`src/rtl/assert_macros.svh`:
```
// Assertion macros shared by the RTL files.
`ifndef ASSERT_MACROS_SVH
`define ASSERT_MACROS_SVH
`ifndef SYNTHESIS
`define ASSERT_CLK(label, clk, rst, prop, msg) \
  label: assert property (@(posedge clk) disable iff (rst) (prop)) else $error(msg);
`define ASSERT_NEVER(label, clk, rst, cond, msg) \
  label: assert property (@(posedge clk) disable iff (rst) !(cond)) else $error(msg);
`else
`define ASSERT_CLK(label, clk, rst, prop, msg)
`define ASSERT_NEVER(label, clk, rst, cond, msg)
`endif
`endif

```
`src/rtl/iee_pkg.sv`:
```
// Types and constants of the expression evaluator.
package iee_pkg;
  typedef struct packed {
    logic [7:0] ch;
    logic       last;
  } in_item_t;

  typedef struct packed {
    logic signed [63:0] value;
    logic [1:0]         status;
  } out_item_t;

  // token classes from the front end
  localparam logic [2:0] TK_DIGIT = 3'd0;
  localparam logic [2:0] TK_LPAR  = 3'd1;
  localparam logic [2:0] TK_RPAR  = 3'd2;
  localparam logic [2:0] TK_OP    = 3'd3;
  localparam logic [2:0] TK_NONE  = 3'd4;

  localparam logic [2:0] OP_ADD  = 3'd1;
  localparam logic [2:0] OP_SUB  = 3'd2;
  localparam logic [2:0] OP_MUL  = 3'd3;
  localparam logic [2:0] OP_DIV  = 3'd4;
  localparam logic [2:0] OP_LPAR = 3'd5;

  localparam logic [1:0] ST_OK   = 2'd0;
  localparam logic [1:0] ST_DIV0 = 2'd1;
  localparam logic [1:0] ST_OVF  = 2'd2;
  localparam logic [1:0] ST_BAD  = 2'd3;

  typedef struct packed {
    logic [2:0] kind;
    logic [2:0] op;
    logic [3:0] digit;
    logic       last;
  } token_t;

  function automatic logic [1:0] prec(input logic [2:0] op);
    case (op)
      OP_ADD, OP_SUB: prec = 2'd1;
      OP_MUL, OP_DIV: prec = 2'd2;
      default:        prec = 2'd0;
    endcase
  endfunction
endpackage

```
`src/rtl/iee_front.sv`:
```
// Front end: classifies characters into tokens and queues them.
module iee_front (
  input  logic              clk,
  input  logic              rst,
  input  logic              valid,
  output logic              stall,
  input  iee_pkg::in_item_t data,
  output logic              tok_valid,
  input  logic              tok_take,
  output iee_pkg::token_t   tok
);
  iee_pkg::token_t q [4];
  logic [1:0] wp, rp;
  logic [2:0] cnt;
  iee_pkg::token_t t;
  logic push, pop;

  always_comb begin
    t.last = data.last;
    t.digit = data.ch[3:0];
    t.op = iee_pkg::OP_ADD;
    t.kind = iee_pkg::TK_NONE;
    case (data.ch)
      8'h28: t.kind = iee_pkg::TK_LPAR;
      8'h29: t.kind = iee_pkg::TK_RPAR;
      8'h2b: t.kind = iee_pkg::TK_OP;
      8'h2d: begin t.kind = iee_pkg::TK_OP; t.op = iee_pkg::OP_SUB; end
      8'h2a: begin t.kind = iee_pkg::TK_OP; t.op = iee_pkg::OP_MUL; end
      8'h2f: begin t.kind = iee_pkg::TK_OP; t.op = iee_pkg::OP_DIV; end
      default: if (data.ch >= 8'h30 && data.ch <= 8'h39) t.kind = iee_pkg::TK_DIGIT;
    endcase
  end

  assign stall = cnt[2];
  assign push = valid && !stall;
  assign tok_valid = cnt != 3'd0;
  assign pop = tok_valid && tok_take;
  assign tok = q[rp];

  always_ff @(posedge clk) begin
    if (rst) begin
      wp <= '0; rp <= '0; cnt <= '0;
    end else begin
      if (push) wp <= wp + 2'd1;
      if (pop) rp <= rp + 2'd1;
      cnt <= cnt + {2'b0, push} - {2'b0, pop};
    end
    if (push) q[wp] <= t;
  end

`include "assert_macros.svh"
  `ASSERT_NEVER(a_no_overfill, clk, rst, cnt > 3'd4, "token queue overfilled")
  `ASSERT_CLK(a_cnt_track, clk, rst, (push && !pop) |=> cnt == $past(cnt) + 3'd1, "count slip")
  `ASSERT_CLK(a_pop_nonempty, clk, rst, pop |-> cnt != 3'd0, "pop of empty queue")
endmodule

```
`config.mk`:
```
export PLATFORM = sky130hd
export DESIGN_NAME = iee_front
export DESIGN_NICKNAME = d
export VERILOG_FILES = /design/src/rtl/iee_pkg.sv /design/src/rtl/iee_front.sv
export VERILOG_INCLUDE_DIRS = /design/src /design/src/rtl
export SDC_FILE = /design/constraint.sdc
export NUM_CORES = 1
export LEC_CHECK = 0
export BUFFER_PORTS_ARGS = -buffer_cell sky130_fd_sc_hd__buf_2
export CELL_PAD_IN_SITES_DETAIL_PLACEMENT = 1
export CELL_PAD_IN_SITES_GLOBAL_PLACEMENT = 2
export CORE_UTILIZATION = 25
export DETAILED_ROUTE_END_ITERATION = 12
export MAX_ROUTING_LAYER = met4
export PLACE_DENSITY = 0.53
export SLEW_MARGIN = 20
export SYNTH_ARGS = -nofsm -noshare
export SYNTH_HDL_FRONTEND = slang
export SYNTH_SLANG_ARGS = --single-unit
```
`constraint.sdc`:
```
create_clock -name clk -period 2.5 [get_ports clk]
set_clock_uncertainty 0.05 [all_clocks]
set_input_delay 0.25 -clock clk [delete_from_list [all_inputs] [get_ports clk]]
set_output_delay 0.25 -clock clk [all_outputs]
set_load 0.05 [all_outputs]
```
==> flow_summary.toml <==
[timing]
period_share_pct = 90.04
worst_pin_slew_ns = 0.6757
min_period_ns = 2.251
fmax_mhz = 444.2
fin_hold_ws_ns = 0.1185
slew_violations = 0
relSlewSlack_pct = 54.96
hold_violations = 0
finalWorstSetupSlack_ns = 0.2489
rsz0062_at_grt = "false"
finalSetupViolCount = 0
fin_setup_tns_ns = 0

[pwr]
internal_power_mw = 1.702
p_leak_nw = 0.8905
sw_frac_of_total_pct = 35.35
pwr-share-comb_pct = 33.3
clockPowerShare_pct = 22.7
power_density_mw_per_mm2 = 1041
p_switching_mw = 0.9307
pwr-share-seq_pct = 44.0
peakVddDrop_uv = 223.6

[drt]
drt-total-wl_um = 4195
viasPerCell = 4.236
dr.pass1.iters = 6
wl_per_cell_um = 16.20
ant_nets = 0
drc = 0
drt-initial-drc-count = 71
vias = 1097

[worst_setup_path]
r2r_cells = 8
crit_path_start_kind = "register"
end_kind = "register"
critPathMaxStageDelay_ns = 0.40
crit_path_cell_trace = "o31a_2 > ha_1 > inv_1 > ha_1 > fa_1 > xnor2_1 > xnor2_1 > nor2_1"
reg2reg_from = "cnt[1]"
critical_path_peak_fanout = 5
cp_slowest_cell = "o31a_2"
path_class = "reg2reg"
crit_buf_inv = 1
cp.required_ns = 2.64
r2r_slack_ns = 0.25
r2r-end = "cnt[2]"
worstPathArrival_ns = 2.39
crit_family = "adder cells"

[synthesis]
synth_commonest_cells = "edfxtp_1 (44), mux4_2 (10), nor2_1 (10), dfxtp_1 (9), inv_1 (8)"
ys_ff_latch = 53
synth_warnings = 0
synth_xor_area_share_pct = 2.377
synth_top_family_by_area = "multiplexers"
synthMuxAreaShare_pct = 12.12
synth-async-reset-ratio_pct = 0
synth_edf_count = 44
synth-simple-area-share_pct = 6.783
yosysMostFrequentCell = "edfxtp_1"
synth_area_per_cell_um2 = 17.69
synth_top_area_share_pct = 61.22
syn_area_mm2 = 0.002158
seq_area_frac_synth_pct = 69.57
synthFlopType = "edfxtp_1"
synthCells = 122
synth_area_leader_cell = "edfxtp_1"
synth_compound_area_share_pct = 2.377
synth_fp_nets = 142
synth_area_leaders = "edfxtp_1 (61%), mux4_2 (10%), dfxtp_1 (8.3%)"
synth_fa_ha_area_share_pct = 4.406
ys_types = 29

[worst_hold_path]
worstHoldStart = "data[0]"
whs_path_depth = 1
hold_class = "in2reg"
min_to = "q[0][0]"

[grt]
grtUsageTotal_pct = 10.65
grt_max_degree = 17
grt_pass1_vias = 1285
grt-ovfl-total = 0
antenna_found_initial = 0
grt_pass1_wl_um = 6630

[floorplan]
die_area_mm2 = 0.009009
start_util_pct = 26.01
die_x_um = 94.92
io_pins = 26
die_h_um = 94.92
row_count = 33
core_mm2 = 0.008299

[cts]
clk_pin_slew_ns = 0.10
tritoncts = "yes"
cts.sinks = 53
clockBufferDepth = 2
ctsHoldBuffers = 0
cts_buffers = 5
clock_latency_ns = 0.29
cts_max_level = 2
post_cts_resize_count = 0
cts_setup_buffers = 0
cts-root-buf = "clkbuf_8"

[cells_and_area]
num-fill-cells = 879
synthToLayoutAreaGrowth_pct = 17.16
final_nets = 173
drive_above_1_share_pct = 31.17
antenna_cells = 0

[flow_run]
maxCapViolations = 0

[run_status]
run_status = "complete, no violations"

[placed_design]
port-buffer-count = 25
place_congestion = 0.6653
post-dp-hpwl_um = 2942
dp_slack_ns = 0.2835
## placed cells by master (no fill, tap or decap), drive strengths merged, types with 2 or more instances in the layout
master	synthesis	routed
buf	3	27
and2	4	4
nor2	10	10
clkbuf	0	6
dfxtp	9	9
inv	8	8
nor2b	3	3
nor3b	2	2
edfxtp	44	44
a21oi	4	4
xnor2	4	4
mux4	11	11
nand3	2	2
ha	6	6
## registers in the layout, indices dropped and copies added, names as in the netlist, named ones only
name / flops
q: 44
cnt: 3
rp: 2
wp: 2
## power by group through the flow
stage / registers, mW / logic [mW] / clock network (mW)
floorplan: 1.15 / 0.713 / 0
global placement: 1.17 / 0.876 / 0
detailed placement: 1.19 / 0.895 / 0
CTS: 1.17 / 0.899 / 0.615
global route: 1.18 / 0.946 / 0.653
finish: 1.16 / 0.876 / 0.598
## metal layers
| layer | global-route usage (%) | wire (um) | share of wire (%) |
|---|---|---|---|
| met4 | 3.030 | 34 | 0.81 |
| met1 | 12.27 | 1756 | 42 |
| met5 | - | 0 | 0 |
| met3 | 2.657 | 146 | 3.5 |
| met2 | 18.35 | 2258 | 54 |
## per-stage QoR
step	power (mW)	std cells	util [%]	instance area [um^2]
2_1_floorplan	1.864	122	-	2158
3_3_place_gp	2.049	251	29.02	2409
3_5_place_dp	2.082	251	29.02	2409
4_1_cts	2.681	259	30.47	2529
5_1_grt	2.777	259	30.47	2529
6_report	2.633	259	30.47	2529
## cell families (layout without fill, tap and decap cells)
kind of cell               Yosys count  after routing
DFF                                 53             53
adders and majority gates            7              7
AOI/OAI and AO/OA                    8              8
buffers and inverters               11             43
and+or+nand+nor                     26             26
muxes                               12             12
xor gates and xnor gates             5              5
## worst max-delay path by stage
stage | from | to | slack (ns) | cells after the start
floorplan | cnt[2] | cnt[2] | 0.26 | 8
global placement | cnt[1] | cnt[2] | 0.42 | 8
detailed placement | cnt[1] | cnt[2] | 0.28 | 8
CTS | cnt[1] | cnt[2] | 0.24 | 8
global route | cnt[1] | cnt[2] | 0.13 | 8
finish | cnt[1] | cnt[2] | 0.25 | 8
## final cells by class
cell class | count | area [um^2] | area share, %
sequential | 53 | 1501 | 59.38
clock buffer | 6 | 82.58 | 3.266
timing repair buffer | 27 | 140.1 | 5.542
clock inverter | 2 | 37.54 | 1.484
multi-input combinational | 58 | 605.6 | 23.95
inverter | 8 | 30.03 | 1.188
tap | 105 | 131.4 | 5.195
Power figures use the tool's default switching activity.
